**src/hw/rtl/chl_ram.sv**
```systemverilog
`default_nettype none
module chl_ram #(
   parameter int WIDTH = 8,
   parameter int DEPTH = 16
) (
   input  wire logic                     clock,
   input  wire logic                     we,
   input  wire logic [$clog2(DEPTH)-1:0] waddr,
   input  wire logic [WIDTH-1:0]         wdata,
   input  wire logic [$clog2(DEPTH)-1:0] raddr,
   output logic      [WIDTH-1:0]         rdata
);

   logic [WIDTH-1:0] mem [DEPTH];

   // One write port and one registered read port.
   always_ff @(posedge clock) begin
      if (we) begin
         mem[waddr] <= wdata;
      end
      rdata <= mem[raddr];
   end

endmodule
`default_nettype wire

```
**config.mk**
```make
export PLATFORM = sky130hd
export DESIGN_NAME = chl_ram
export DESIGN_NICKNAME = d
export VERILOG_FILES = /design/src/hw/rtl/chl_ram.sv
export SDC_FILE = /design/constraint.sdc
export NUM_CORES = 1
export LEC_CHECK = 0
export BUFFER_PORTS_ARGS = -buffer_cell sky130_fd_sc_hd__buf_4
export CORE_MARGIN = 1
export CORE_UTILIZATION = 50
export CTS_BUF_LIST = sky130_fd_sc_hd__clkbuf_8
export DETAILED_ROUTE_END_ITERATION = 12
export MAX_ROUTING_LAYER = met4
export PLACE_DENSITY = 0.69
export SETUP_SLACK_MARGIN = 0.05
export SYNTH_ARGS = -nofsm -noshare
export SYNTH_HDL_FRONTEND = slang
export SYNTH_SLANG_ARGS = --single-unit
```
**constraint.sdc**
```tcl
create_clock -name clock -period 2.5 [get_ports clock]
set_input_delay 0.5 -clock clock [delete_from_list [all_inputs] [get_ports clock]]
set_output_delay 0.5 -clock clock [all_outputs]
set_load 0.03 [all_outputs]
```
==> results.md <==
* Initial antenna violation count at 0
* HP Start: wdata[4]
* Post-Route WL at 9.466 mm
* Post-synth net total at 247
* R2r worst-path depth at 3
* Commonest non-fill, non-tap cell in the layout: edfxtp_1
* Commonest non-fill, non-tap cells in the layout: 128 x edfxtp_1, 42 x buf_4, 18 x mux4_2, 18 x clkbuf_8, 16 x a22oi_1
* CTS root buffer: clkbuf_8
* Post-Synthesis Cell Area at 5147 um2
* VDD IR max at 0.4035 mV
* Worst hold path depth at 1
* Worst-Margin Slew at 0.7083 ns
* CP arrival at 1.91 ns
* GRT overflow at 0
* DPL Wire Length at 5.970 mm
* Die area at 10,710 um2
* Post-CTS Hold Buffers at 0
* First-pass GRT wire length at 13.97 mm
* I/O pins at 26
* PwrDens at 763.1 nW/um2
* Clock edge transition at the registers on the reported setup and hold paths at 0.08 ns
* Clock Skew at 0.009542 ns
* Worst skew pair latency at 0.42 ns
* Vias per cell at 5.707
* Max Cap Violations at 0
* Initial core utilization at 0.5218
* Post-synthesis average cell area at 22.48 um2
* CTS-repair resized insts at 0
* Final Non-Filler Cells at 427
* Area growth syn-to-layout at 15.51%
* Gpl congestion at 0.7093
* Max Root-Sink Buffers at 2
* Cts bufs inserted at 17
* Flop-to-flop setup slack at 1.10 ns
* Core footprint at 9864 um2
* Number of H-tree levels at 4
* Final Max Slew Viols at 0
* Syn. warnings at 0
* Setup crit end kind: flop
* Critical path data required time at 2.80 ns
* Largest net degree at the start of global routing at 33
* Rel. slew slack at 0.5268
* R2r endpoint: rdata[2]
* Final critical-path required period at 1.613 ns
* Vias in the first global route at 2,468
* Critical R2R Launch: mem[1][2]
* WS Path Type: primary input to flop
* DRC Markers at 0
* RSZ-0062 raised after global routing: no
* # diodes at 0
* Wire length per cell at 22.17 um
* Final Setup Violations at 0
* Endpoints failing hold at 0
* Register bit total from synthesis at 136
* Final period util at 0.6454
* Max Freq at 619.8 MHz
* Seq/Total Area, Yosys at 0.7778
* Mapped Cells at 229
* Synth unique cells at 19
* CP max FO at 13
* Final hold slack at 0.3795 ns
* Hold endpoint: mem[0][4]
* Routed Antenna Nets at 0
* Cells after DPL at 395
* Final nets at 299
* Initial DRC Count at 122
* Status: completed
* Worst hold path type: primary input to flop
* Leak at 0.001998 uW
* DR vias at 2,437
* Worst Setup Start Kind: primary input
* Die width at 103.5 um
* GRT Util Overall at 0.2026
* Clock sink count at 136
* IO Port Bufs at 25
* TritonCTS clock tree: done
* Share of layout cells above drive strength 1 at 0.3095
* Fin Setup TNS at 0 ns
* Rows at 36
* TritonRoute pass-1 iters at 5
* Postcts setup bufs at 0
* Die height at 103.5 um
==> layout make-up <==
| class | count | area (um2) |
|---|---|---|
| Timing Repair Buffer | 43 | 335.3 |
| Fill cell | 690 | 3919 |
| Multi-Input combinational cell | 83 | 1057 |
| Clock inverter | 14 | 135.1 |
| Clock buffer | 18 | 247.7 |
| Sequential cell | 136 | 4004 |
| Tap cell | 133 | 166.4 |
==> state kept, by name (all words and copies together) (netlist names) <==
register,flops
rdata,8
mem,128
==> stage by stage <==
| step | power, uW | setup WS [ns] | utilization | cell area, um2 |
|---|---|---|---|---|
| 6_report | 4537 | 0.8865 | 0.6027 | 5946 |
| 3_3_place_gp | 2881 | 0.4603 | 0.5639 | 5563 |
| 4_1_cts | 4563 | 0.8399 | 0.6027 | 5946 |
| 3_5_place_dp | 2889 | 0.4509 | 0.5639 | 5563 |
| 5_1_grt | 4676 | 0.8296 | 0.6027 | 5946 |
| 2_1_floorplan | 2767 | 0.5071 | - | 5147 |
==> where the power goes <==
| part | internal, uW | switching [uW] |
|---|---|---|
| Sequential | 2550 | 18.0 |
| Combinational | 116 | 154 |
| Clock | 899 | 804 |
==> Yosys cell counts (all sizes together) <==
library cell / n / area share
nand3: 1 / 0.00097
nor2b: 1 / 0.0012
and2b: 1 / 0.0015
clkdlybuf4s25: 3 / 0.0058
nand2: 9 / 0.0066
nor3: 4 / 0.0039
and2: 1 / 0.0012
dfxtp: 8 / 0.031
nor2: 13 / 0.0095
nand2b: 2 / 0.0024
edfxtp: 128 / 0.75
buf: 7 / 0.011
a22oi: 16 / 0.023
mux4: 32 / 0.15
or3b: 1 / 0.0017
nand3b: 2 / 0.0029
==> worst max path at each step <==
stage / startpoint / to / slack [ns] / depth (start not counted)
final: raddr[0] / rdata[2] / 0.89 / 5
after global routing: raddr[0] / rdata[3] / 0.83 / 5
after CTS: raddr[0] / rdata[2] / 0.84 / 5
after detailed placement: raddr[0] / rdata[1] / 0.45 / 5
after global placement: raddr[0] / rdata[2] / 0.46 / 5
after floorplan: waddr[2] / mem[0][0] / 0.51 / 2
==> worst max-delay path, cell delays in order <==
cell and delay (ns):
buf_4 0.24, buf_12 0.21, mux4_1 0.58, a22oi_1 0.27
nand2_1 0.10
==> kinds of logic after synthesis <==
family                 count (synthesis)  synth area share
AOI/OAI and AO/OA                     16           0.02334
muxes                                 32            0.1502
buffers and inverters                 10           0.01677
and+or+nand+nor                       35           0.03184
DFF                                  136            0.7778
==> routing by layer <==
metal	global-route usage	vias up	share of wire
li1	-	1077	-
met1	0.2686	1249	0.42
met2	0.3087	100	0.49
met3	0.04570	11	0.070
met4	0.07909	0	0.016
met5	-	-	0
Note: power is estimated with default switching activity, not from simulation.
