[config.mk]
export PLATFORM = sky130hd
export DESIGN_NAME = chl_hash_mod
export DESIGN_NICKNAME = d
export VERILOG_FILES = /design/src/hw/rtl/chl_pkg.sv /design/src/hw/rtl/chl_hash_mod.sv
export SDC_FILE = /design/constraint.sdc
export NUM_CORES = 1
export LEC_CHECK = 0
export BUFFER_PORTS_ARGS = -buffer_cell sky130_fd_sc_hd__buf_2
export CAP_MARGIN = 5
export CORE_MARGIN = 4
export CORE_UTILIZATION = 62
export DETAILED_ROUTE_END_ITERATION = 12
export PLACE_DENSITY = 0.9
export SLEW_MARGIN = 20
export SYNTH_ARGS = -nofsm -noshare
export SYNTH_HDL_FRONTEND = slang
export SYNTH_SLANG_ARGS = --single-unit
export TNS_END_PERCENT = 100
[constraint.sdc]
create_clock -name clock -period 6 [get_ports clock]
set_input_delay 0.3 -clock clock [delete_from_list [all_inputs] [get_ports clock]]
set_output_delay 0.3 -clock clock [all_outputs]
set_load 0.005 [all_outputs]
[src/hw/rtl/chl_pkg.sv]
`default_nettype none
package chl_pkg;

   localparam int ENTRIES = 4096;
   localparam int IDX_W = $clog2(ENTRIES);
   localparam int LINK_W = IDX_W + 1;
   localparam int CNT_W = IDX_W + 1;
   localparam int NAME_W = 64;
   localparam int SIZE_W = 31;
   localparam int HASH_W = 32;
   localparam int ENTRY_W = NAME_W + SIZE_W + LINK_W;
   localparam logic [HASH_W-1:0] HASH_SEED = 32'd5381;
   localparam logic [LINK_W-1:0] LINK_NONE = {LINK_W{1'b1}};

   localparam logic REQ_LOAD = 1'b0;
   localparam logic REQ_LOOKUP = 1'b1;

   localparam logic REG_ENTRY_COUNT = 1'b0;
   localparam logic REG_HASHED_MODE = 1'b1;

   // Clears every byte after the first NUL so that equal names compare equal.
   function automatic logic [NAME_W-1:0] name_canon(input logic [NAME_W-1:0] n);
      logic [NAME_W-1:0] out;
      logic alive;
      out = '0;
      alive = 1'b1;
      for (int k = 0; k < 8; k++) begin
         if (n[8*k +: 8] == 8'd0) begin
            alive = 1'b0;
         end
         if (alive) begin
            out[8*k +: 8] = n[8*k +: 8];
         end
      end
      return out;
   endfunction

endpackage
`default_nettype wire

[src/hw/rtl/chl_hash_mod.sv]
`default_nettype none
module chl_hash_mod (
   input  wire logic                         clock,
   input  wire logic                         reset,
   input  wire logic                         start,
   input  wire logic [chl_pkg::NAME_W-1:0]   key,
   input  wire logic [chl_pkg::CNT_W-1:0]    divisor,
   output logic                              done,
   output logic      [chl_pkg::IDX_W-1:0]    bucket
);
   import chl_pkg::*;

   typedef enum logic [1:0] {ST_IDLE, ST_HASH, ST_MOD} state_type;

   state_type           state_ff, state_in;
   logic [HASH_W-1:0]   hash_ff, hash_in;
   logic [NAME_W-1:0]   key_ff, key_in;
   logic [CNT_W-1:0]    div_ff, div_in;
   logic [CNT_W-1:0]    rem_ff, rem_in;
   logic [2:0]          byte_ff, byte_in;
   logic [4:0]          bit_ff, bit_in;
   logic                done_ff, done_in;
   logic [CNT_W:0]      trial;

   // One byte of hash per cycle, then one remainder bit per cycle.
   always_comb begin
      state_in = state_ff;
      hash_in = hash_ff;
      key_in = key_ff;
      div_in = div_ff;
      rem_in = rem_ff;
      byte_in = byte_ff;
      bit_in = bit_ff;
      done_in = 1'b0;
      trial = {rem_ff, hash_ff[HASH_W-1]};
      case (state_ff)
         ST_IDLE: begin
            if (start) begin
               hash_in = HASH_SEED;
               key_in = key;
               div_in = divisor;
               byte_in = '0;
               state_in = ST_HASH;
            end
         end
         ST_HASH: begin
            if (key_ff[7:0] == 8'd0) begin
               rem_in = '0;
               bit_in = '0;
               state_in = ST_MOD;
            end else begin
               hash_in = ((hash_ff << 5) ^ hash_ff) ^ {24'd0, key_ff[7:0]};
               key_in = key_ff >> 8;
               byte_in = byte_ff + 3'd1;
               if (byte_ff == 3'd7) begin
                  rem_in = '0;
                  bit_in = '0;
                  state_in = ST_MOD;
               end
            end
         end
         ST_MOD: begin
            hash_in = hash_ff << 1;
            if (trial >= {1'b0, div_ff}) begin
               rem_in = CNT_W'(trial - {1'b0, div_ff});
            end else begin
               rem_in = CNT_W'(trial);
            end
            bit_in = bit_ff + 5'd1;
            if (bit_ff == 5'd31) begin
               done_in = 1'b1;
               state_in = ST_IDLE;
            end
         end
         default: state_in = ST_IDLE;
      endcase
   end

   always_ff @(posedge clock) begin
      if (reset) begin
         state_ff <= ST_IDLE;
         done_ff <= 1'b0;
      end else begin
         state_ff <= state_in;
         done_ff <= done_in;
      end
      hash_ff <= hash_in;
      key_ff <= key_in;
      div_ff <= div_in;
      rem_ff <= rem_in;
      byte_ff <= byte_in;
      bit_ff <= bit_in;
   end

   assign done = done_ff;
   assign bucket = rem_ff[IDX_W-1:0];

endmodule
`default_nettype wire

==> flow_metrics.env <==
export IMPL_run_status="complete, no violations"
export IMPL_initial_utilization_pct=63.25
export IMPL_detailed_place_hpwl_microns=9044
export IMPL_fp_dieArea_sq_um=12810
export IMPL_yosysUniqueCellTypes=51
export IMPL_grt_ovfl_total=0
export IMPL_clock_insertion_delay_worst_skew_ns=0.53
export IMPL_worstHoldPathType="primary input to flop"
export IMPL_ir_worst_vdd_v=0.0003312
export IMPL_post_place_cells=722
export IMPL_viasPerCell=5.915
export IMPL_cts_max_path_buffers=2
export IMPL_synth_sequential_area_ratio_pct=57.81
export IMPL_layout_cells_most_common_list="edfxtp_1, buf_2, mux2_2"
export IMPL_synth_async_reset_ratio_pct=0
export IMPL_insertedDiodeCount=0
export IMPL_fin_setup_tns_ns=0
export IMPL_syn_avg_cell_area_sq_um=13.14
export IMPL_rows=38
export IMPL_worstSetupEndpointType="flop"
export IMPL_post_cts_hold_buffer_count=14
export IMPL_initial_drt_pass_iterations=7
export IMPL_design_portCount=93
export IMPL_antenna_left=0
export IMPL_achievable_frequency_ghz=0.3205
export IMPL_required_ns=6.37
export IMPL_post_synth_and_or_nand_nor_area_fraction_pct=9.142
export IMPL_detailed_place_area_sq_um=7351
export IMPL_worstPathMaxFanout=12
export IMPL_placement_setup_worst_slack_ns=2.805
export IMPL_final_period_utilization_pct=52.00
export IMPL_cts_htree_levels=4
export IMPL_drtIter0Drc=477
export IMPL_first_global_vias=4641
export IMPL_core_area_sq_um=10840
export IMPL_synth_top_family_by_area="multiplexers"
export IMPL_postCtsSetupBuffers=0
export IMPL_clk_pin_slew_ns=0.06
export IMPL_multi_input_area_sq_um=2638
export IMPL_setup_worst_path_start_class="flop"
export IMPL_post_cts_resize_count=0
export IMPL_synth_xor_area_share_pct=5.493
export IMPL_synth_warnings=0
export IMPL_clock_skew_ns=0.007509
export IMPL_rsz0062_at_grt="false"
export IMPL_postSynthCellCount=522
export IMPL_final_nets=716
export IMPL_wl_microns=14570
export IMPL_max_slew_margin_rel_pct=44.07
export IMPL_dominantRegCellSynth="edfxtp_1"
export IMPL_postSynthRegisterBits=133
export IMPL_sequential_cell_area_sq_um=3964
export IMPL_final_cells=768
export IMPL_yosys_area_share_adder_pct=3.942
export IMPL_worst_slack_ns=2.880
export IMPL_mappedNetlistNets=623
export IMPL_finalWeightedCongestion=0.9025
export IMPL_global_route_wire_length_before_repair_microns=23370
export IMPL_clockRootBuffer="clkbuf_8"
export IMPL_layout_overhead_on_the_synthesized_area_pct=17.46
export IMPL_die_h_microns=113.2
export IMPL_synth_compound_gate_area_share_pct=9.799
export IMPL_cts_made_buffers=17
export IMPL_drt_wirelength_per_cell_microns=18.97
export IMPL_setup_viol_count_final=0
export IMPL_grt_antenna_before_repair=0
export IMPL_tritoncts="yes"
export IMPL_muxShareOfSynthArea_pct=9.799
export IMPL_min_period_ns=3.120
export IMPL_worst_pin_slew_ns=0.8389
export IMPL_max_cap_violations=0
export IMPL_die_width_microns=113.2
export IMPL_cp_data_arrival_time_ns=3.49
export IMPL_vias=4543
export IMPL_hold_viol_final=0
export IMPL_clock_sinks=133
export IMPL_final_area_sq_um=8054
export IMPL_post_route_util_pct=74.30
export IMPL_mostFrequentLayoutCell="edfxtp_1"
export IMPL_route_detailed_drc=0
export IMPL_leakagePower_nw=3.059
export IMPL_synth_enable_flop_cells=130
export IMPL_power_density_nw_per_um2=452.0
export IMPL_grt_usage_pct=23.53
export IMPL_timing_worst_setup_path_type="flop to flop"
export IMPL_finalMaxSlewViolations=0
export IMPL_synth_cell_area_sq_um=6857
export IMPL_fillers=650
export IMPL_post_route_cells_drive_above_1_share_pct=31.37
export IMPL_grt_start_max_net_pins=72
export IMPL_place_port_buffers=92
## through the flow
step | power, mW | hold WS (ns)
global placement | 2.557 | 0.4781
detailed placement | 2.623 | 0.4781
global route | 3.821 | 0.04378
floorplan | 2.372 | 0.3717
CTS | 3.630 | 0.04124
finish | 3.640 | 0.07015
## registers in the layout, summed over array words and instances (netlist names)
| name | flops |
|---|---|
| div_ff | 13 |
| done | 1 |
| hash_ff | 32 |
| bit_ff | 5 |
| byte_ff | 3 |
| state_ff | 2 |
| rem_ff | 13 |
| key_ff | 64 |
## power by group
group	internal, mW	switching (mW)
logic	0.461	0.608
clock network	0.560	0.420
registers	1.42	0.168
total	2.44	1.20
## cell usage after synthesis (2+ instances only)
cell type / number / area [sq um]
dfxtp_1: 3 / 60.06
mux2_2: 57 / 641.9
a21oi_2: 2 / 17.52
ha_1: 20 / 250.2
nor2_1: 16 / 60.06
or3_1: 2 / 12.51
and2_1: 5 / 31.28
o21ai_1: 10 / 50.05
nor2b_1: 39 / 244.0
o21ai_0: 4 / 20.02
a21oi_1: 18 / 90.09
xor2_1: 30 / 262.8
a22oi_1: 27 / 202.7
buf_1: 5 / 18.77
clkbuf_1: 16 / 60.06
nor3_1: 8 / 40.04
o21a_1: 2 / 15.01
o21bai_1: 2 / 15.01
o2111ai_1: 2 / 17.52
mux2i_1: 3 / 30.03
and3_1: 2 / 12.51
or4_1: 3 / 22.52
edfxtp_1: 130 / 3904
o211ai_1: 3 / 22.52
a211o_1: 2 / 17.52
a21o_1: 5 / 37.54
inv_1: 20 / 75.07
nand2_1: 15 / 56.30
xnor2_1: 13 / 113.9
nand2b_1: 4 / 25.02
nand3_1: 16 / 80.08
nand3b_1: 2 / 15.01
buf_4: 12 / 90.09
a211oi_1: 4 / 30.03
buf_2: 4 / 20.02
## critical path, cell delays in order (launching register included)
cell	delay (ns)
edfxtp_1	0.38
inv_1	0.06
ha_1	0.22
fa_1	0.40
and2b_2	0.30
o2111ai_4	0.16
a211oi_4	0.40
o2111ai_2	0.48
a211o_1	0.42
a21oi_1	0.15
## cells by family (layout without fill, tap and decap cells)
| kind of cell | Yosys count | after routing |
|---|---|---|
| AOI/OAI and AO/OA | 92 | 92 |
| xor gates and xnor gates | 43 | 43 |
| adders and majority gates | 21 | 21 |
| buffers and inverters | 58 | 164 |
| DFF | 133 | 133 |
| muxes | 60 | 60 |
| and+or+nand+nor | 115 | 115 |
## per-layer routing
| layer | share of wire, % | GRT usage, % | vias up |
|---|---|---|---|
| met3 | 9.3 | 7.059 | 38 |
| met2 | 49 | 38.67 | 230 |
| met4 | 3.0 | 10.98 | 0 |
| met1 | 39 | 28.61 | 2161 |
| met5 | 0 | 0 | - |
| li1 | - | - | 2114 |
## final timing paths
check | from | endpoint | slack, ns | cells after the start
setup / recovery | hash_ff[31] | rem_ff[6] | 2.88 | 9
hold / removal | key[58] | key_ff[58] | 0.07 | 2
setup reg to reg | hash_ff[31] | rem_ff[6] | 2.88 | 9
hold reg to reg | state_ff[1] | state_ff[1] | 0.53 | 2
## layout make-up
cell class                      instances  share of cell area [%]
Clock inverter                         14                   1.724
Timing Repair Buffer                  112                   8.016
Sequential cell                       133                   49.22
Inverter                               20                  0.9321
Multi-Input combinational cell        331                   32.75
Clock buffer                           18                   5.189
Tap cell                              140                   2.175
No activity file was read; power rests on OpenSTA's default activity.
